==> config.mk <==
export PLATFORM = sky130hd
export DESIGN_NAME = rzs_front
export DESIGN_NICKNAME = d
export VERILOG_FILES = /design/src/design/rzs_pkg.sv /design/src/design/rzs_front.sv
export SDC_FILE = /design/constraint.sdc
export NUM_CORES = 2
export LEC_CHECK = 0
export BUFFER_PORTS_ARGS = -buffer_cell sky130_fd_sc_hd__buf_2
export CAP_MARGIN = 20
export CORE_ASPECT_RATIO = 0.6
export CORE_MARGIN = 5
export CORE_UTILIZATION = 25
export DETAILED_ROUTE_END_ITERATION = 16
export HOLD_SLACK_MARGIN = 0.06
export SLEW_MARGIN = 10
export SYNTH_ARGS = -nofsm -noshare
export SYNTH_HDL_FRONTEND = slang
export SYNTH_SLANG_ARGS = --single-unit
==> constraint.sdc <==
create_clock -name clock -period 11.7 [get_ports clock]
set_input_delay 2.34 -clock clock [delete_from_list [all_inputs] [get_ports clock]]
set_output_delay 2.34 -clock clock [all_outputs]
set_load 0.01 [all_outputs]
==> src/design/rzs_pkg.sv <==
`default_nettype none

package rzs_pkg;

   // Field widths fixed by the interface
   localparam int PRICE_W     = 24;
   localparam int SPREAD_W    = PRICE_W + 1;
   localparam int MAG_W       = PRICE_W;
   localparam int THR_W       = 12;
   localparam int THR_SQ_W    = 2 * THR_W;
   localparam int SIG_W       = 2;
   localparam int CSR_INDEX_W = 2;
   localparam int CSR_DATA_W  = THR_W;

   // Scale of the squared deviation against a squared Q8 threshold
   localparam int SQ_SHIFT = 16;

   // Result codes
   localparam logic [SIG_W-1:0] SIG_NONE  = 2'd0;
   localparam logic [SIG_W-1:0] SIG_HIGH  = 2'd1;
   localparam logic [SIG_W-1:0] SIG_LOW   = 2'd2;
   localparam logic [SIG_W-1:0] SIG_CLOSE = 2'd3;

   // Register indexes
   localparam logic [CSR_INDEX_W-1:0] REG_ENTRY = 2'd0;
   localparam logic [CSR_INDEX_W-1:0] REG_EXIT  = 2'd1;

   // Queue occupancy seen by both ends
   typedef struct packed {
      logic full;
      logic empty;
   } q_status_type;

endpackage

`default_nettype wire

==> src/design/rzs_front.sv <==
`default_nettype none

module rzs_front #(
   parameter  int WINDOW = 8,
   localparam int KW     = $clog2(WINDOW + 1),
   localparam int SUM_W  = rzs_pkg::SPREAD_W + KW,
   localparam int DW     = rzs_pkg::SPREAD_W + 1 + KW,
   localparam int V_W    = 2 * rzs_pkg::MAG_W + 2 * KW
) (
   input  wire logic                          clock,
   input  wire logic                          reset,
   input  wire logic                          req_valid,
   output logic                               req_stall,
   input  wire logic [rzs_pkg::PRICE_W-1:0]   req_price_a,
   input  wire logic [rzs_pkg::PRICE_W-1:0]   req_price_b,
   input  wire rzs_pkg::q_status_type         q_status,
   output logic                               q_push,
   output logic signed [DW-1:0]               q_d,
   output logic signed [SUM_W-1:0]            q_sum,
   output logic [V_W-1:0]                     q_wq
);

   localparam int SQ_W  = 2 * rzs_pkg::MAG_W + KW;
   localparam int XSQ_W = 2 * rzs_pkg::MAG_W;
   localparam int CW    = $clog2(WINDOW);
   localparam int FW    = KW;
   localparam int XW    = rzs_pkg::SPREAD_W;

   localparam logic signed [DW-1:0] W_D = DW'(WINDOW);
   localparam logic [V_W-1:0]       W_V = V_W'(WINDOW);

   localparam logic [2:0] ST_IDLE = 3'd0;
   localparam logic [2:0] ST_SQX  = 3'd1;
   localparam logic [2:0] ST_SQO  = 3'd2;
   localparam logic [2:0] ST_WQ   = 3'd3;
   localparam logic [2:0] ST_PUSH = 3'd4;

   logic [2:0]               state_ff, state_in;
   logic signed [SUM_W-1:0]  sum_ff, sum_in;
   logic [SQ_W-1:0]          sq_ff, sq_in;
   logic [CW-1:0]            slot_ff, slot_in;
   logic [FW-1:0]            fill_ff, fill_in;

   logic signed [XW-1:0]     ring [WINDOW];
   logic signed [XW-1:0]     old_ff;
   logic signed [XW-1:0]     x_ff, x_in;
   logic                     score_ff, score_in;
   logic [XSQ_W-1:0]         xsq_ff, xsq_in;
   logic [XSQ_W-1:0]         oldsq_ff, oldsq_in;
   logic signed [DW-1:0]     d_ff, d_in;
   logic [V_W-1:0]           wq_ff, wq_in;

   logic                     accept;
   logic                     ring_wr;
   logic                     done;
   logic [XW-1:0]            x_abs, old_abs;
   logic [rzs_pkg::MAG_W-1:0] x_mag, old_mag;

   assign req_stall = (state_ff != ST_IDLE);
   assign accept    = req_valid && !req_stall;

   assign x_in     = XW'({1'b0, req_price_a} - {1'b0, req_price_b});
   assign score_in = (fill_ff == FW'(WINDOW));
   assign x_abs    = x_ff[XW-1] ? XW'(-x_ff) : x_ff;
   assign old_abs  = old_ff[XW-1] ? XW'(-old_ff) : old_ff;
   assign x_mag    = x_abs[rzs_pkg::MAG_W-1:0];
   assign old_mag  = old_abs[rzs_pkg::MAG_W-1:0];
   assign xsq_in   = XSQ_W'(x_mag) * XSQ_W'(x_mag);
   assign oldsq_in = XSQ_W'(old_mag) * XSQ_W'(old_mag);
   assign d_in     = W_D * DW'(x_ff) - DW'(sum_ff);
   assign wq_in    = W_V * V_W'(sq_ff);

   // Score against the sums before this spread enters them
   assign q_d   = d_ff;
   assign q_sum = sum_ff;
   assign q_wq  = wq_ff;

   always_comb begin
      state_in = state_ff;
      ring_wr  = 1'b0;
      q_push   = 1'b0;
      done     = 1'b0;
      unique case (state_ff)
         ST_IDLE: begin
            if (accept) begin
               state_in = ST_SQX;
            end
         end
         ST_SQX: begin
            ring_wr  = 1'b1;
            state_in = ST_SQO;
         end
         ST_SQO: begin
            state_in = score_ff ? ST_WQ : ST_PUSH;
         end
         ST_WQ: begin
            state_in = ST_PUSH;
         end
         ST_PUSH: begin
            if (!score_ff) begin
               done = 1'b1;
            end else if (!q_status.full) begin
               q_push = 1'b1;
               done   = 1'b1;
            end
            if (done) begin
               state_in = ST_IDLE;
            end
         end
         default: begin
            state_in = ST_IDLE;
         end
      endcase
   end

   // Retire the oldest spread once the ring is full; grow the sums while filling
   always_comb begin
      sum_in  = sum_ff;
      sq_in   = sq_ff;
      fill_in = fill_ff;
      slot_in = slot_ff;
      if (done) begin
         if (score_ff) begin
            sum_in = sum_ff - SUM_W'(old_ff) + SUM_W'(x_ff);
            sq_in  = sq_ff - SQ_W'(oldsq_ff) + SQ_W'(xsq_ff);
         end else begin
            sum_in  = sum_ff + SUM_W'(x_ff);
            sq_in   = sq_ff + SQ_W'(xsq_ff);
            fill_in = fill_ff + 1'b1;
         end
         slot_in = (slot_ff == CW'(WINDOW - 1)) ? '0 : slot_ff + 1'b1;
      end
   end

   always_ff @(posedge clock) begin
      if (reset) begin
         state_ff <= ST_IDLE;
         sum_ff   <= '0;
         sq_ff    <= '0;
         slot_ff  <= '0;
         fill_ff  <= '0;
      end else begin
         state_ff <= state_in;
         sum_ff   <= sum_in;
         sq_ff    <= sq_in;
         slot_ff  <= slot_in;
         fill_ff  <= fill_in;
      end
   end

   always_ff @(posedge clock) begin
      if (ring_wr) begin
         ring[slot_ff] <= x_ff;
      end
      if (accept) begin
         old_ff <= ring[slot_ff];
      end
   end

   always_ff @(posedge clock) begin
      if (accept) begin
         x_ff     <= x_in;
         score_ff <= score_in;
      end
      if (state_ff == ST_SQX) begin
         xsq_ff <= xsq_in;
         d_ff   <= d_in;
      end
      if (state_ff == ST_SQO) begin
         oldsq_ff <= oldsq_in;
      end
      if (state_ff == ST_WQ) begin
         wq_ff <= wq_in;
      end
   end

endmodule

`default_nettype wire

; Yosys cells after proc, flatten, opt, wreduce, memory -nomap -nowiden
; Memories as Yosys holds them, arrays and structs flattened. A register that Yosys moved wholly into a read port is not among the register bits.
; Cells that the tools add are included.
; W data, S select, Z words.
[op_classes]
addsub = 12
n_mul = 2
n_eq_ne = 8
muxes = 18
n_bitwise = 1
n_reduce_logical = 6
[ops]
columns = op, n
row1 = $add A52 B48 Y52, 2
row2 = $mul A24 B24 Y48, 2
row3 = $add A29 B25 Y29, 2
row4 = $mux W52, 1
row5 = $sub A52 B48 Y52, 1
row6 = $mux W24, 2
row7 = $neg A24 Y24, 2
row8 = $sub A28 B29 Y30, 1
row9 = $mux W29, 1
row10 = $sub A29 B25 Y29, 1
row11 = $sub A24 B24 Y25, 1
row12 = $pmux W3 S5, 1
row13 = $mux W3, 4
row14 = $mux W1, 9
row15 = $eq A3 B2 Y1 const B, 2
row16 = $eq A3 B3 Y1 const B, 2
row17 = $add A4 B1 Y4 const B, 1
row18 = $eq A4 B4 Y1 const B, 1
row19 = $ne A2 B2 Y1 const B, 2
row20 = $reduce_and A2 Y1, 2
row21 = $add A3 B1 Y3 const B, 1
row22 = $eq A3 B1 Y1 const B, 1
row23 = $logic_not A3 Y1, 1
row24 = $reduce_bool A3 Y1, 1
row25 = other kinds (3), 3
[totals]
ff_bits = 295
ram_bits = 200
in_bits = 53
output_inout_bits = 117
elab_cells = 59
mem_count = 1
[mem_list]
columns = name, depth, word_bits, read_ports, rd_ports_with_merged_regs, write_ports, line_no
row1 = ring, 8, 25, 1, 1, 1, rzs_front.sv:44  ; logic signed [XW-1:0] ring [WINDOW];

; Logic depth before layout (Yosys ltp)
[logic_depth]
ltp_word = 5
ltp_mapped = 39
mapped_depth_nobuf = 35

; Worst setup path after synthesis
; No wires, ideal clock.
[synth_timing]
kind = register -> register
startpoint = register x_ff[0]
endpoint = register xsq_ff[47], data pin
setup_ps = 260
t_arrival_ps = 8900
required_time_ps = 11440
setup_slack_ps = 2540
path_stages_with_launch = 34
path_buffers = 3
synth_period_minus_slack_ps = 9160
path_cell_list = edfxtp_1 > inv_1 > clkbuf_1 > ha_1 > nand4_1 > or3_1 > or3_1 > o21ai_0 > xnor2_1 > clkbuf_1 > nor2_1 > fa_1 > fa_1 > fa_1 > inv_1 > fa_1 > inv_1 > fa_1 > fa_1 > inv_1 > fa_1 > inv_1 > ha_1 > clkbuf_1 > a21o_1 > a21o_1 > a21oi_1 > nor3_1 > a31oi_1 > o211ai_1 > or4_1 > a31oi_1 > o21ai_0 > xnor2_1
[synth_between]
elab_chain_len = 3
[synth_lines]
columns = element, line_no
row1 = start: declaration, rzs_front.sv:46  ; logic signed [XW-1:0] x_ff, x_in;
row2 = start signal: assignment, rzs_front.sv:162  ; x_ff <= x_in;
row3 = $neg A24 Y24, rzs_front.sv:64  ; assign x_abs = x_ff[XW-1] ? XW'(-x_ff) : x_ff;
row4 = $mux W24 (*), rzs_front.sv:64
row5 = $mul A24 B24 Y48 (*), rzs_front.sv:68  ; assign xsq_in = XSQ_W'(x_mag) * XSQ_W'(x_mag);
row6 = net xsq_in[47], rzs_front.sv:48  ; logic [XSQ_W-1:0] xsq_ff, xsq_in;
row7 = end signal: assignment, rzs_front.sv:166  ; xsq_ff <= xsq_in;
row8 = end: declaration, rzs_front.sv:48
; Mark *: on every way through the listed nets, which the timed path passes. The rest lies on a longest branch.
; A chain may end at the register's enable or synchronous reset.

; Worst setup path in the final report
[layout_timing]
startpoint = register x_ff[3]
endpoint = register xsq_ff[47], data pin
; Same word-level chain as after synthesis.

==> results_dict.tcl <==
set metrics [dict create \
    cts.repair.resized 0 \
    ant_nets 0 \
    outcome "finished clean" \
    post-route-period-util_pct 92.9 \
    min_path_type "reg2reg" \
    die_width_um 658 \
    grt_pass1_wl_um 308000 \
    antenna_cells 0 \
    core_um2 250000 \
    drtPass1Iterations 6 \
    rows 142 \
    hold_buffers 0 \
    cp_max_fo 13 \
    syn_area_um2 63000 \
    cts.sinks 518 \
    via_per_inst 4.76 \
    tns_ns 0 \
    cts_inserted_buffers 49 \
    slew_headroom_pct 18.8 \
    rsz0062_at_grt "no" \
    die-area_um2 262000 \
    grt_usage_pct 15.5 \
    io_pins 170 \
    synthTopCellsByArea "fa_1, edfxtp_1, ha_1" \
    finalSetupViolCount 0 \
    hpwlAfterDp_um 167000 \
    start_util_pct 25.2 \
    synth_common_cells "inv_1, fa_1, ha_1, nand2_1, nor2_1" \
    yosysWarningCount 0 \
    clock_path_buffers 3 \
    finClkSkew_ns 0.0487 \
    drtIter0Drc 4645 \
    worstSetupEndpointType "register" \
    cp-start-kind "register" \
    antenna_found_initial 5 \
    syn2layout_area_growth_pct 10.9 \
    netlist.area_leader.share_pct 29.3 \
    ys_seq_elements 518 \
    path_common_cell "fa_1" \
    nets 8168 \
    ys_async_sr_fraction_pct 0 \
    routabilityCongestion 0.960 \
    grt_overflow 0 \
    slew_viol_final 0 \
    netlist_instances 6510 \
    crit_path_top_delay_cell "edfxtp_1" \
    fmax_mhz 92.1 \
    maxCapViolCount 0 \
    finalCriticalPeriod_ns 10.86 \
    synth-edff-count 427 \
    final_hold_viol_count 0 \
    clk_pin_slew_ns 0.08 \
    yosysSeqAreaShare_pct 23.3 \
    cts_setup_buffers 0 \
    portBuffers 164 \
    clk_latency_ns 0.68 \
    wirelength_um 205000 \
    cts_tree "yes" \
    grt_max_degree 68 \
    die_h_um 399 \
    syn_avg_cell_area_um2 9.67 \
    dr_total_vias 47500 \
    layout-drive-gt1-share_pct 6.32 \
    yosys.area.top_type "fa_1" \
    tightest_slew_ns 1.21 \
    crit_required_ns 12.10 \
    synth_most_common_cell "inv_1" \
    cts_root_buffer "clkbuf_16" \
    synth.distinct_cells 91 \
    crit_arrival_ns 11.27 \
    cts_max_level 2 \
    synthFlopType "edfxtp_1" \
    drc 0 \
    slowest_delay_ns 0.80 \
    criticalPathCategory "reg2reg" \
    routedWlPerCell_um 20.5 \
    grt_pass1_vias 47700 \
]
## routing by layer
layer  track usage (%)  vias to the layer above  share of wire (%)
met4              2.36                        0                1.7
met1              23.8                    23900                 48
met3              5.22                      179                 12
li1                  -                    21300                  -
met5                 0                        -                  0
met2              20.8                     2160                 38
## area by class of cell
class,instances,area [µm²]
well taps,3312,4140
inverters,1497,5620
multi-input cells,4298,42100
clock buffers,57,1290
clock inverters,34,394
repair buffers,275,1660
flip-flops and latches,518,14600
fillers,26300,180000
## through the flow
step	area [µm²]	util, %	worst slack (ns)	hold WS, ns	std cells
floorplan	63000	-	2.54	0.437	6513
global placement	68200	27.2	1.37	0.459	9900
detailed placement	68200	27.2	1.27	0.465	9900
CTS	69800	27.9	1.18	0.478	9991
global route	69800	27.9	0.325	0.497	9991
finish	69800	27.9	0.836	0.482	9991
## critical path, delay by kind of cell (launching register included)
kind	cells	cell delay, ns
AOI/OAI and AO/OA	8	2.32
xor gates and xnor gates	2	0.34
adders and majority gates	8	3.92
buffers and inverters	6	1.14
DFF	1	0.80
and+or+nand+nor	7	2.01
## sequential cells by signal (all words and copies together) (netlist names), 4 cells and up
signal    flops
old_ff       25
oldsq_ff     47
ring        200
xsq_ff       47
x_ff         25
q_sum        29
sq_ff        52
fill_ff       4
q_d          30
q_wq         52
## final timing paths
check / start / end / slack, ns / cells after the start
min: sq_ff[10]$_SDFFE_PP0P_ / q_wq[13]$_DFFE_PN_ / 0.48 / 0
max: x_ff[3]$_DFFE_PP_ / xsq_ff[47]$_DFFE_PP_ / 0.84 / 31
max reg2reg: x_ff[3]$_DFFE_PP_ / xsq_ff[47]$_DFFE_PP_ / 0.84 / 31
min reg2reg: sq_ff[10]$_SDFFE_PP0P_ / q_wq[13]$_DFFE_PN_ / 0.48 / 0
## placed cells by master (no fill, tap or decap), types with 10 or more instances in the layout
master / instances
xnor2_1: 229
or3_1: 14
a31o_2: 11
buf_2: 163
nand4_1: 73
and2_1: 11
o21a_1: 42
buf_4: 112
edfxtp_1: 427
a21oi_1: 304
o21bai_1: 42
o211ai_1: 28
nor2_1: 465
inv_1: 1483
o31ai_1: 17
a31oi_1: 33
a2111oi_0: 10
fa_1: 923
nand3_1: 53
ha_1: 553
a21o_1: 186
clkbuf_16: 49
nor3_1: 43
o21ai_0: 153
nor4_1: 14
a22oi_1: 102
xor2_1: 99
o221ai_1: 13
nand2_1: 507
nor2b_1: 37
clkinv_1: 20
nand2b_1: 34
a211oi_1: 73
dfxtp_1: 91
and3_1: 23
## cells by family (layout without fill, tap and decap cells)
kind of cell / Yosys count / in the layout / synth area share, %
multiplexers: 10 / 10 / 0.163
adder cells (fa/ha/maj): 1476 / 1476 / 40.3
AND/OR/NAND/NOR: 1339 / 1339 / 9.38
XOR/XNOR: 333 / 333 / 4.63
other: 1 / 4 / 0.00596
flip-flops: 518 / 518 / 23.3
buffers and inverters: 1697 / 1863 / 10.2
AO/OA/AOI/OAI: 1136 / 1136 / 12.1
Power is left out: the tool's default activity adds up to more than one toggle a clock period on the data nets, which glitch-free logic cannot reach.
