### config.mk
export PLATFORM = sky130hd
export DESIGN_NAME = rzs_back
export DESIGN_NICKNAME = d
export VERILOG_FILES = /design/src/design/rzs_pkg.sv /design/src/design/rzs_mul.sv /design/src/design/rzs_back.sv
export SDC_FILE = /design/constraint.sdc
export NUM_CORES = 1
export LEC_CHECK = 0
export ABC_AREA = 1
export BUFFER_PORTS_ARGS = -buffer_cell sky130_fd_sc_hd__clkbuf_2
export CAP_MARGIN = 20
export CORE_ASPECT_RATIO = 2
export CORE_MARGIN = 4
export CORE_UTILIZATION = 35
export CTS_CLUSTER_DIAMETER = 120
export DETAILED_ROUTE_END_ITERATION = 10
export PLACE_DENSITY = 0.55
export SLEW_MARGIN = 10
export SYNTH_ARGS = -nofsm -noshare
export SYNTH_HDL_FRONTEND = slang
export SYNTH_SLANG_ARGS = --single-unit
### constraint.sdc
create_clock -name clock -period 23.5 [get_ports clock]
set_clock_uncertainty 0.1 [all_clocks]
set_input_delay 5.875 -clock clock [delete_from_list [all_inputs] [get_ports clock]]
set_output_delay 5.875 -clock clock [all_outputs]
set_load 0.1 [all_outputs]
### src/design/rzs_pkg.sv
`default_nettype none

package rzs_pkg;

   // Field widths fixed by the interface
   localparam int PRICE_W     = 24;
   localparam int SPREAD_W    = PRICE_W + 1;
   localparam int MAG_W       = PRICE_W;
   localparam int THR_W       = 12;
   localparam int THR_SQ_W    = 2 * THR_W;
   localparam int SIG_W       = 2;
   localparam int CSR_INDEX_W = 2;
   localparam int CSR_DATA_W  = THR_W;

   // Scale of the squared deviation against a squared Q8 threshold
   localparam int SQ_SHIFT = 16;

   // Result codes
   localparam logic [SIG_W-1:0] SIG_NONE  = 2'd0;
   localparam logic [SIG_W-1:0] SIG_HIGH  = 2'd1;
   localparam logic [SIG_W-1:0] SIG_LOW   = 2'd2;
   localparam logic [SIG_W-1:0] SIG_CLOSE = 2'd3;

   // Register indexes
   localparam logic [CSR_INDEX_W-1:0] REG_ENTRY = 2'd0;
   localparam logic [CSR_INDEX_W-1:0] REG_EXIT  = 2'd1;

   // Queue occupancy seen by both ends
   typedef struct packed {
      logic full;
      logic empty;
   } q_status_type;

endpackage

`default_nettype wire

### src/design/rzs_mul.sv
`default_nettype none

// Shift-add multiplier, one multiplier bit per cycle; stops early once the
// remaining multiplier bits are zero.
module rzs_mul #(
   parameter int AW = 8,
   parameter int BW = 8,
   parameter int PW = 16
) (
   input  wire logic          clock,
   input  wire logic          reset,
   input  wire logic          start,
   input  wire logic [AW-1:0] a,
   input  wire logic [BW-1:0] b,
   output logic               idle,
   output logic [PW-1:0]      product
);

   logic [AW-1:0] a_ff, a_in;
   logic [PW-1:0] b_ff, b_in;
   logic [PW-1:0] acc_ff, acc_in;

   assign idle    = (a_ff == '0);
   assign product = acc_ff;

   always_comb begin
      a_in   = a_ff;
      b_in   = b_ff;
      acc_in = acc_ff;
      if (start) begin
         a_in   = a;
         b_in   = PW'(b);
         acc_in = '0;
      end else if (!idle) begin
         if (a_ff[0]) begin
            acc_in = acc_ff + b_ff;
         end
         b_in = b_ff << 1;
         a_in = a_ff >> 1;
      end
   end

   always_ff @(posedge clock) begin
      if (reset) begin
         a_ff <= '0;
      end else begin
         a_ff <= a_in;
      end
   end

   always_ff @(posedge clock) begin
      b_ff   <= b_in;
      acc_ff <= acc_in;
   end

endmodule

`default_nettype wire

### src/design/rzs_back.sv
`default_nettype none

module rzs_back #(
   parameter  int WINDOW = 8,
   localparam int KW     = $clog2(WINDOW + 1),
   localparam int SUM_W  = rzs_pkg::SPREAD_W + KW,
   localparam int DW     = rzs_pkg::SPREAD_W + 1 + KW,
   localparam int V_W    = 2 * rzs_pkg::MAG_W + 2 * KW
) (
   input  wire logic                          clock,
   input  wire logic                          reset,
   input  wire rzs_pkg::q_status_type         q_status,
   output logic                               q_pop,
   input  wire logic signed [DW-1:0]          q_d,
   input  wire logic signed [SUM_W-1:0]       q_sum,
   input  wire logic [V_W-1:0]                q_wq,
   input  wire logic [rzs_pkg::THR_W-1:0]     entry_thr,
   input  wire logic [rzs_pkg::THR_W-1:0]     exit_thr,
   output logic                               rsp_valid,
   input  wire logic                          rsp_stall,
   output logic [rzs_pkg::SIG_W-1:0]          rsp_signal
);

   localparam int AW = DW - 1;
   localparam int BW = V_W;
   localparam int PW = V_W + rzs_pkg::THR_SQ_W;
   localparam int TW = rzs_pkg::THR_SQ_W;

   localparam logic [2:0] ST_IDLE = 3'd0;
   localparam logic [2:0] ST_SD   = 3'd1;
   localparam logic [2:0] ST_WD   = 3'd2;
   localparam logic [2:0] ST_WS   = 3'd3;
   localparam logic [2:0] ST_SE   = 3'd4;
   localparam logic [2:0] ST_WE   = 3'd5;
   localparam logic [2:0] ST_WX   = 3'd6;
   localparam logic [2:0] ST_OUT  = 3'd7;

   logic [2:0]                 state_ff, state_in;
   logic                       rsp_valid_ff, rsp_valid_in;
   logic [rzs_pkg::SIG_W-1:0]  rsp_signal_ff, rsp_signal_in;

   logic signed [DW-1:0]       d_ff;
   logic signed [SUM_W-1:0]    s_ff;
   logic [V_W-1:0]             wq_ff;
   logic [PW-1:0]              lhs_ff, lhs_in;
   logic [BW-1:0]              v_ff, v_in;
   logic                       gte_ff, gte_in;
   logic                       ltx_ff, ltx_in;

   logic                       mul_start, mul_idle;
   logic [AW-1:0]              mul_a;
   logic [BW-1:0]              mul_b;
   logic [PW-1:0]              mul_p;

   logic [DW-1:0]              d_abs;
   logic [SUM_W-1:0]           s_abs;
   logic [AW-1:0]              d_mag;
   logic [AW-1:0]              s_mag;
   logic [TW-1:0]              te, tx;
   logic                       out_free, d_pos, d_neg;
   logic                       load, capture;

   rzs_mul #(
      .AW (AW),
      .BW (BW),
      .PW (PW)
   ) u_mul (
      .clock   (clock),
      .reset   (reset),
      .start   (mul_start),
      .a       (mul_a),
      .b       (mul_b),
      .idle    (mul_idle),
      .product (mul_p)
   );

   assign d_abs    = d_ff[DW-1] ? DW'(-d_ff) : d_ff;
   assign s_abs    = s_ff[SUM_W-1] ? SUM_W'(-s_ff) : s_ff;
   assign d_mag    = d_abs[AW-1:0];
   assign s_mag    = AW'(s_abs[SUM_W-2:0]);
   assign te       = TW'(entry_thr) * TW'(entry_thr);
   assign tx       = TW'(exit_thr) * TW'(exit_thr);
   assign d_neg    = d_ff[DW-1];
   assign d_pos    = !d_neg && (d_ff != '0);
   assign out_free = !rsp_valid_ff || !rsp_stall;

   assign lhs_in = mul_p << rzs_pkg::SQ_SHIFT;
   assign v_in   = wq_ff - mul_p[BW-1:0];
   assign gte_in = (lhs_ff > mul_p);
   assign ltx_in = (lhs_ff < mul_p);

   assign rsp_valid  = rsp_valid_ff;
   assign rsp_signal = rsp_signal_ff;

   always_comb begin
      state_in  = state_ff;
      q_pop     = 1'b0;
      load      = 1'b0;
      capture   = 1'b0;
      mul_start = 1'b0;
      mul_a     = '0;
      mul_b     = '0;
      unique case (state_ff)
         ST_IDLE: begin
            if (!q_status.empty) begin
               q_pop    = 1'b1;
               load     = 1'b1;
               state_in = ST_SD;
            end
         end
         ST_SD: begin
            mul_start = 1'b1;
            mul_a     = d_mag;
            mul_b     = BW'(d_mag);
            state_in  = ST_WD;
         end
         ST_WD: begin
            if (mul_idle) begin
               capture   = 1'b1;
               mul_start = 1'b1;
               mul_a     = s_mag;
               mul_b     = BW'(s_mag);
               state_in  = ST_WS;
            end
         end
         ST_WS: begin
            if (mul_idle) begin
               capture  = 1'b1;
               state_in = ST_SE;
            end
         end
         ST_SE: begin
            mul_start = 1'b1;
            mul_a     = AW'(te);
            mul_b     = v_ff;
            state_in  = ST_WE;
         end
         ST_WE: begin
            if (mul_idle) begin
               capture   = 1'b1;
               mul_start = 1'b1;
               mul_a     = AW'(tx);
               mul_b     = v_ff;
               state_in  = ST_WX;
            end
         end
         ST_WX: begin
            if (mul_idle) begin
               capture  = 1'b1;
               state_in = ST_OUT;
            end
         end
         ST_OUT: begin
            if (out_free) begin
               state_in = ST_IDLE;
            end
         end
      endcase
   end

   always_comb begin
      rsp_valid_in  = rsp_valid_ff;
      rsp_signal_in = rsp_signal_ff;
      if (rsp_valid_ff && !rsp_stall) begin
         rsp_valid_in = 1'b0;
      end
      if (state_ff == ST_OUT && out_free) begin
         rsp_valid_in = 1'b1;
         priority if (d_pos && gte_ff) begin
            rsp_signal_in = rzs_pkg::SIG_HIGH;
         end else if (d_neg && gte_ff) begin
            rsp_signal_in = rzs_pkg::SIG_LOW;
         end else if (ltx_ff) begin
            rsp_signal_in = rzs_pkg::SIG_CLOSE;
         end else begin
            rsp_signal_in = rzs_pkg::SIG_NONE;
         end
      end
   end

   always_ff @(posedge clock) begin
      if (reset) begin
         state_ff     <= ST_IDLE;
         rsp_valid_ff <= 1'b0;
      end else begin
         state_ff     <= state_in;
         rsp_valid_ff <= rsp_valid_in;
      end
   end

   always_ff @(posedge clock) begin
      rsp_signal_ff <= rsp_signal_in;
      if (load) begin
         d_ff  <= q_d;
         s_ff  <= q_sum;
         wq_ff <= q_wq;
      end
      if (capture) begin
         unique case (state_ff)
            ST_WD:   lhs_ff <= lhs_in;
            ST_WS:   v_ff   <= v_in;
            ST_WE:   gte_ff <= gte_in;
            default: ltx_ff <= ltx_in;
         endcase
      end
   end

endmodule

`default_nettype wire

=== Word level (Yosys, flattened, before mapping) ===
Index checks and enable logic that the tools add are counted.

* Register bits: 432
* Word-level logic and storage cells: 89
* Input bits: 144
* Output and inout port bits: 4

* Mux-type cells: 28
* $mul: 2
* Add/subtract/negate cells: 4
* Reduce and logical (&&, ||, !) cells: 23
* Bitwise operators: 2
* Equal/unequal tests: 14
* Magnitude comparators: 2

{| class="wikitable"
|+ Operators with widths
! operator !! number
|-
| 56-bit one-hot mux with 4 select lines || 1
|-
| 56-bit two-way mux || 3
|-
| 29-bit one-hot mux with 4 select lines || 1
|-
| 29-bit two-way mux || 3
|-
| 28-bit two-way mux || 3
|-
| 80-bit adder || 1
|-
| 80-bit > comparator || 1
|-
| 80-bit < comparator || 1
|-
| 56-bit subtractor || 1
|-
| 12-bit by 12-bit multiplier with 24-bit output || 2
|-
| 30-bit nonzero test || 1
|-
| 29-bit logical NOT || 1
|-
| 29-bit negator || 1
|-
| 28-bit negator || 1
|-
| 24-bit two-way mux || 1
|-
| 3-bit one-hot mux with 8 select lines || 1
|-
| 3-bit two-way mux || 6
|-
| 2-bit != test (second input constant) || 7
|-
| 3-bit == test (second input constant) || 4
|-
| 2-bit AND reduction || 5
|-
| 3-bit by 2-bit == test with 1-bit output (second input constant) || 2
|-
| 1-bit two-way mux || 6
|-
| 6-bit AND reduction || 1
|-
| 1-bit logical AND || 5
|-
| other kinds (11) || 16
|}

=== Logic depth before layout (Yosys ltp) ===
Gate-level depths: netlist of the first run.

* Depth after elaboration: 5
* Gate-level depth with buffers: 27
* Mapped depth without buffers: 26

=== Cells and area by module ===
From an unflattened synthesis of the first run, not the netlist that was laid out.

* Cell total of the unflattened synthesis: 5923
* Area total of the unflattened synthesis: 40063.4 um^2

{| class="wikitable"
|+ By module, submodules not included
! module !! times used !! seq. area each (um^2) !! cells each !! area each (um^2)
|-
| rzs_back || 1 || 7257.0 || 3476 || 25493.2
|-
| rzs_mul || 1 || 4344.2 || 2447 || 14570.2
|}

=== Least setup slack after synthesis of the first run ===
Ideal clock, no wire load.

* Path type: input to output
* From: input port q_status[0] (netlist bit)
* To: output port q_pop
* Arrival: 19.425 ns
* Slack: -1.900 ns
* Path buffers: 0
* Data required time: 17.525 ns
* Stages: 1
* Cells stage by stage: nor4_1

* Word-level cells in the longest chain between the ends: 2

{| class="wikitable"
|+ Ends and longest elaborated chain
! item !! RTL line !! text
|-
| start, declared || rzs_back.sv:12 || <nowiki>input wire rzs_pkg::q_status_type q_status,</nowiki>
|-
| 1-bit two-way mux || rzs_back.sv:105 || <nowiki>if (!q_status.empty) begin</nowiki>
|-
| 1-bit two-way mux || rzs_back.sv:103 || <nowiki>unique case (state_ff)</nowiki>
|-
| end, declared || rzs_back.sv:13 || <nowiki>output logic q_pop,</nowiki>
|}

No other way between the ends.

=== Worst setup path after layout of the first run ===
Same ends and word-level chain as after synthesis.

==> flow_summary.yaml, run 1 <==
routing:
  wl_per_cell_um: 22.1
  vias: 33225
  ant_nets: 0
  finalWirelength_um: 146000
  drc: 0
  vias_per_cell: 5.06
  drtIter0Drc: 1684
  drt-pass1-iter-count: 5
grt:
  grt_overflow_total: 0
  grt_pass1_wl_um: 212000
  gr-usage-all-layers_pct: 25.5
  antenna_found_initial: 4
  grt_pass1_vias: 34744
  grt_max_degree: 73
pwr:
  clkPwrFrac_pct: 14.9
  swShare_pct: 51.6
  power.leakage_uw: 0.0200
  p_seq_share_pct: 24.3
  power.internal_uw: 2450
  p_sw_uw: 2610
  combPwrFrac_pct: 60.8
  power_density_nw_per_um2: 123
  ir_drop_uv: 71.7
cts:
  cts_tree: "done"
  cts_max_level: 2
  cts-root-buf: "clkbuf_16"
  ctsResizeCount: 0
  cts.path.max_buffers: 3
  cts_buffers: 46
  clk_pin_slew_ns: 0.06
  clock_sinks: 432
  clk_latency_ns: 0.65
  postCtsSetupRepairBufs: 0
  postCtsHoldBufs: 0
timing:
  finalHoldViolCount: 0
  setup-tns-final_ns: 0
  period_share_pct: 56.0
  setup_viol: 0
  slew_headroom_pct: 19.0
  slew_viol_final: 0
  post-route-min-period_ns: 13.17
  rsz0062_at_grt: "no"
  fmax_mhz: 75.9
  worst_slew_pin_slew_ns: 1.20
  postLayoutSetupSlackWorst_ns: 10.33
synth:
  synth-seq-cells: 432
  synth_top_area_share_pct: 23.6
  yosys.area_share.xor_xnor_pct: 2.95
  synth_compound_area_share_pct: 12.1
  syn_inst: 5043
  synth_area_leader_cell: "edfxtp_1"
  synthTopCellsByArea: "edfxtp_1, nand2_1, ha_1, inv_1, fa_1"
  synth-seq-area-share_pct: 31.0
  synth_top_family_by_area: "simple AND/OR/NAND/NOR gates"
  synthAdderAreaFrac_pct: 19.4
  synth.lib_cells_used.distinct: 60
  yosysWarnings: 0
  synth_nets: 5667
  postSynthAreaPerCell_sq_um: 7.43
  syn_area_sq_um: 37500
  synth_mux_area_share_pct: 0.0601
  yosys.area_share.simple_pct: 23.4
floorplan:
  num_rows: 169
  die-area_sq_um: 113000
  dieWidth_um: 239
  start_util_pct: 35.3
  ios: 148
  die_h_um: 471
  coreArea_sq_um: 106000
setup_path:
  path_class: "primary input to output port"
  critPathTopFamily: "buffers and inverters"
  cp_slowest_cell: "nor4_4"
  endpoint_kind: "output port"
  cp-endpoint: "q_pop"
  critPathLaunchType: "primary input"
  cp_num_buf_inv: 2
  r2r_start: "state_ff[2]"
  worstPathRequired_ns: 17.53
  r2r_slack_ns: 19.19
  startpoint: "q_status[0]"
  path_depth: 3
  critical_path.most_common_cell: "clkbuf_2"
  r2r-end: "u_mul.b_ff[41]"
  slowest_delay_ns: 0.60
  worst-path-max-fanout: 3
  ff2ff_path_depth: 12
  crit_chain: "clkbuf_2 > nor4_4 > clkbuf_2"
  crit_arrival_ns: 7.20
cells_and_area:
  nets: 5788
  fillCellCount: 11448
  regArea_sq_um: 11600
  syn_to_final_growth_pct: 9.95
  finalNonFillerCells: 6571
  multiInputGateArea_sq_um: 21700
  drive_gt1_share_pct: 6.32
run_status:
  status: "completed"
placed_design:
  port_buffers: 146
  post-place-ws_ns: 10.25
  routabilityCongestion: 0.983
  dp_hpwl_um: 124000
  place_inst: 6484
job:
  drv_cap: 0
hold_path:
  min_path_type: "flop to flop"
## how the worst min path moves through the flow
| stage | depth (start not counted) | to | startpoint |
|---|---|---|---|
| 6_report | 2 | u_mul.a_ff[0] | u_mul.a_ff[1] |
| 5_1_grt | 2 | u_mul.a_ff[14] | u_mul.a_ff[15] |
| 4_1_cts | 2 | u_mul.a_ff[0] | u_mul.a_ff[1] |
| 3_5_place_dp | 0 | lhs_ff[68] | u_mul.product[52] |
| 3_3_place_gp | 2 | u_mul.a_ff[14] | u_mul.a_ff[15] |
| 2_1_floorplan | 0 | lhs_ff[19] | u_mul.product[3] |
## power by group through the flow
stage / Combinational [uW] / Sequential [uW] / Clock, uW
after floorplan: 2120 / 1180 / 0
after global placement: 3050 / 1240 / 0
after global routing: 3430 / 1250 / 799
after detailed placement: 3070 / 1240 / 0
final: 3080 / 1230 / 755
after CTS: 3080 / 1230 / 775
## registers in the layout (all words and copies together) (netlist names), 2 cells and up
| signal | count |
|---|---|
| u_mul.b_ff | 80 |
| u_mul.product | 80 |
| lhs_ff | 64 |
| v_ff | 56 |
| wq_ff | 56 |
| d_ff | 30 |
| s_ff | 29 |
| u_mul.a_ff | 29 |
| state_ff | 3 |
| rsp_signal | 2 |
## logic make-up after synthesis
group,count (synthesis)
AOI/OAI and AO/OA,804
xor gates and xnor gates,126
adders and majority gates,480
buffers and inverters,1095
DFF,432
muxes,2
and+or+nand+nor,2104
## through the flow
stage          util [%]  instance area, sq um  power (uW)  hold WS (ns)
4_1_cts            38.8                 41200        5090         0.365
3_3_place_gp       37.4                 39700        4290         0.351
3_5_place_dp       37.4                 39700        4310         0.351
2_1_floorplan         -                 37500        3300         0.337
5_1_grt            38.8                 41200        5480         0.384
6_report           38.8                 41200        5060         0.364
## synthesized netlist by cell type, drive strengths merged
library cell,instances
o22ai,3
a22oi,4
o21a,14
fa,166
mux2,2
a31o,2
xnor2,36
xor2,90
and3,5
nand3,258
o21bai,34
nor2,461
o211ai,22
o21ai,227
or2,18
clkinv,2
edfxtp,295
o221ai,2
a211oi,4
ha,314
and2,2
inv,997
nand4,69
o31ai,4
o32ai,1
a21o,16
nor3,48
buf,37
a31oi,20
a221oi,5
nor4,15
clkbuf,59
dfxtp,137
a21boi,10
nand3b,13
a22o,27
o2111ai,2
nand2,1215
a21oi,407
## cell usage in the layout, fill, tap and decap left out, drive strengths merged, types with 3 or more instances in the layout
cell	n
nand2	1215
o21bai	34
o31ai	4
nor3	48
clkbuf	211
or2	18
o21ai	227
nand3	258
xnor2	36
a21o	16
xor2	90
a22o	27
edfxtp	295
a21oi	407
nor4	15
dfxtp	137
o21a	14
and3	5
ha	314
nor2	461
fa	166
o211ai	22
o22ai	3
a22oi	4
buf	23
clkinv	17
inv	1000
nand3b	13
nand4	69
a221oi	5
a31oi	20
a21boi	10
a211oi	4
## cell type report
type	count	share of cell area, %
antenna	1	0.00607
multi-input combinational	3516	52.7
timing repair buffer	169	2.19
inverter	999	9.10
clock buffer	65	3.23
sequential	432	28.2
clock inverter	21	0.480
tap	1368	4.16
## worst min-delay path, cell delays in order (launching register included)
cell and delay [ns]:
dfxtp_1 0.31, nand2_1 0.06, a21oi_1 0.06
## layer usage
layer  share of wire, %  global-route usage, %  vias up
met5              0.026                      0        -
met4                 11                   21.2        6
met3                2.4                   1.94      370
met2                 55                   50.4      729
met1                 32                   22.7    15644
li1                   -                      -    16476
Note: power is estimated with default switching activity, not from simulation.
==> inputs of run 2 (changes only) <==
- clock period: 23.5 -> 13.1 ns (I/O delays scaled with it)
==> flow_summary.yaml, run 2 (synthesis results as in run 1) <==
cts:
  clk_pin_slew_ns: 0.06
  cts.path.max_buffers: 3
  postCtsHoldBufs: 0
  ctsResizeCount: 0
  cts_max_level: 2
  postCtsSetupRepairBufs: 0
  cts-root-buf: "clkbuf_16"
  cts_tree: "done"
  cts_buffers: 45
  clk_latency_ns: 0.64
  clock_sinks: 432
grt:
  grt_pass1_vias: 35089
  gr-usage-all-layers_pct: 25.6
  grt_max_degree: 71
  antenna_found_initial: 2
  grt_overflow_total: 0
  grt_pass1_wl_um: 213000
pwr:
  swShare_pct: 51.5
  power.internal_uw: 4400
  clkPwrFrac_pct: 14.9
  power_density_nw_per_um2: 220
  power.leakage_uw: 0.0199
  combPwrFrac_pct: 60.8
  p_sw_uw: 4670
  p_seq_share_pct: 24.3
  ir_drop_uv: 115
cells_and_area:
  multiInputGateArea_sq_um: 21700
  drive_gt1_share_pct: 6.14
  nets: 5785
  final_cell_mix: "nand2_1, inv_1, nor2_1"
  fillCellCount: 11442
  syn_to_final_growth_pct: 9.89
  final_area_sq_um: 41200
  final_common_cell: "nand2_1"
  regArea_sq_um: 11600
floorplan:
  die_h_um: 471
  dieWidth_um: 239
  die-area_sq_um: 113000
  num_rows: 169
  ios: 148
  coreArea_sq_um: 106000
  start_util_pct: 35.3
run_status:
  status: "completed"
setup_path:
  critPathLaunchType: "primary input"
  worst-path-max-fanout: 13
  startpoint: "entry_thr[2]"
  r2r-end: "u_mul.b_ff[52]"
  endpoint_kind: "flop"
  path_class: "primary input to flop"
  worstPathRequired_ns: 13.50
  cp-endpoint: "u_mul.a_ff[14]"
  crit_arrival_ns: 8.53
  r2r_slack_ns: 8.65
  r2r_start: "state_ff[2]"
  ff2ff_path_depth: 12
timing:
  slew_headroom_pct: 18.0
  period_share_pct: 62.0
  slew_viol_final: 0
  postLayoutSetupSlackWorst_ns: 4.98
  fmax_mhz: 123
  post-route-min-period_ns: 8.12
  setup_viol: 0
  finalHoldViolCount: 0
  worst_slew_pin_slew_ns: 1.22
  hold_ws_ns: 0.369
  setup-tns-final_ns: 0
  rsz0062_at_grt: "no"
placed_design:
  dp_hpwl_um: 123000
  port_buffers: 146
  post-place-ws_ns: 4.25
  post_dp_cell_area_sq_um: 39700
  routabilityCongestion: 1.00
routing:
  drt-pass1-iter-count: 6
  vias: 33247
  wl_per_cell_um: 22.1
  vias_per_cell: 5.06
  finalWirelength_um: 145000
  drtIter0Drc: 1842
  drc: 0
  ant_nets: 0
hold_path:
  min_path_type: "flop to flop"
job:
  drv_cap: 0
==> run 2: cell types whose count changed in the layout (fill, tap and decap cells not counted), sizes merged <==
cell	change
buf	-2
bufinv	+2
clkbuf	-8
clkinv	+4
diode	+1
inv	-1
==> run 2: layer usage <==
layer | part of all wire, % | global-route usage [%] | vias to the layer above
li1 | - | - | 16487
met1 | 32 | 23.1 | 15641
met2 | 55 | 50.4 | 747
met3 | 2.7 | 1.91 | 372
met4 | 10 | 20.9 | 0
met5 | 0 | 0 | -
==> run 2: stage by stage <==
stage	utilization, %	total power (uW)	std cells
floorplan	-	5900	5043
global placement	37.4	7700	6482
detailed placement	37.4	7740	6482
CTS	38.8	9140	6565
global route	38.8	9870	6566
finish	38.8	9080	6567
==> run 2: final cells by class <==
class                   count  area share [%]
diodes                      2          0.0122
clock buffers              57            3.05
clock inverters            26           0.608
inverters                 999            9.11
multi-input cells        3516            52.7
flip-flops and latches    432            28.2
well taps                1368            4.16
repair buffers            167            2.19
==> run 2: worst min-delay path by stage <==
stage | to | from | cells past startpoint
floorplan | lhs_ff[19] | u_mul.product[3] | 0
global placement | u_mul.a_ff[23] | u_mul.a_ff[24] | 2
detailed placement | u_mul.a_ff[23] | u_mul.a_ff[24] | 2
CTS | u_mul.a_ff[23] | u_mul.a_ff[24] | 2
global route | u_mul.a_ff[14] | u_mul.a_ff[15] | 2
finish | u_mul.a_ff[6] | u_mul.a_ff[7] | 2
==> run 2: critical path: stages <==
cell	delay, ns
clkbuf_2	0.24
nand2_1	0.19
inv_1	0.09
fa_1	0.54
inv_1	0.06
fa_1	0.54
inv_1	0.06
fa_1	0.52
fa_1	0.55
inv_1	0.06
fa_1	0.54
inv_1	0.05
ha_1	0.38
a21oi_1	0.22
o21ai_0	0.18
a21oi_1	0.15
nand2_1	0.13
o21ai_0	0.46
nand2_1	0.10
nor2_1	0.12
a21oi_1	0.07
==> run 2: power groups by stage <==
stage	sequential, uW	clock [uW]	combinational, uW
floorplan	2100	0	3800
global placement	2240	0	5470
detailed placement	2230	0	5510
CTS	2210	1390	5540
global route	2240	1430	6200
finish	2210	1350	5520
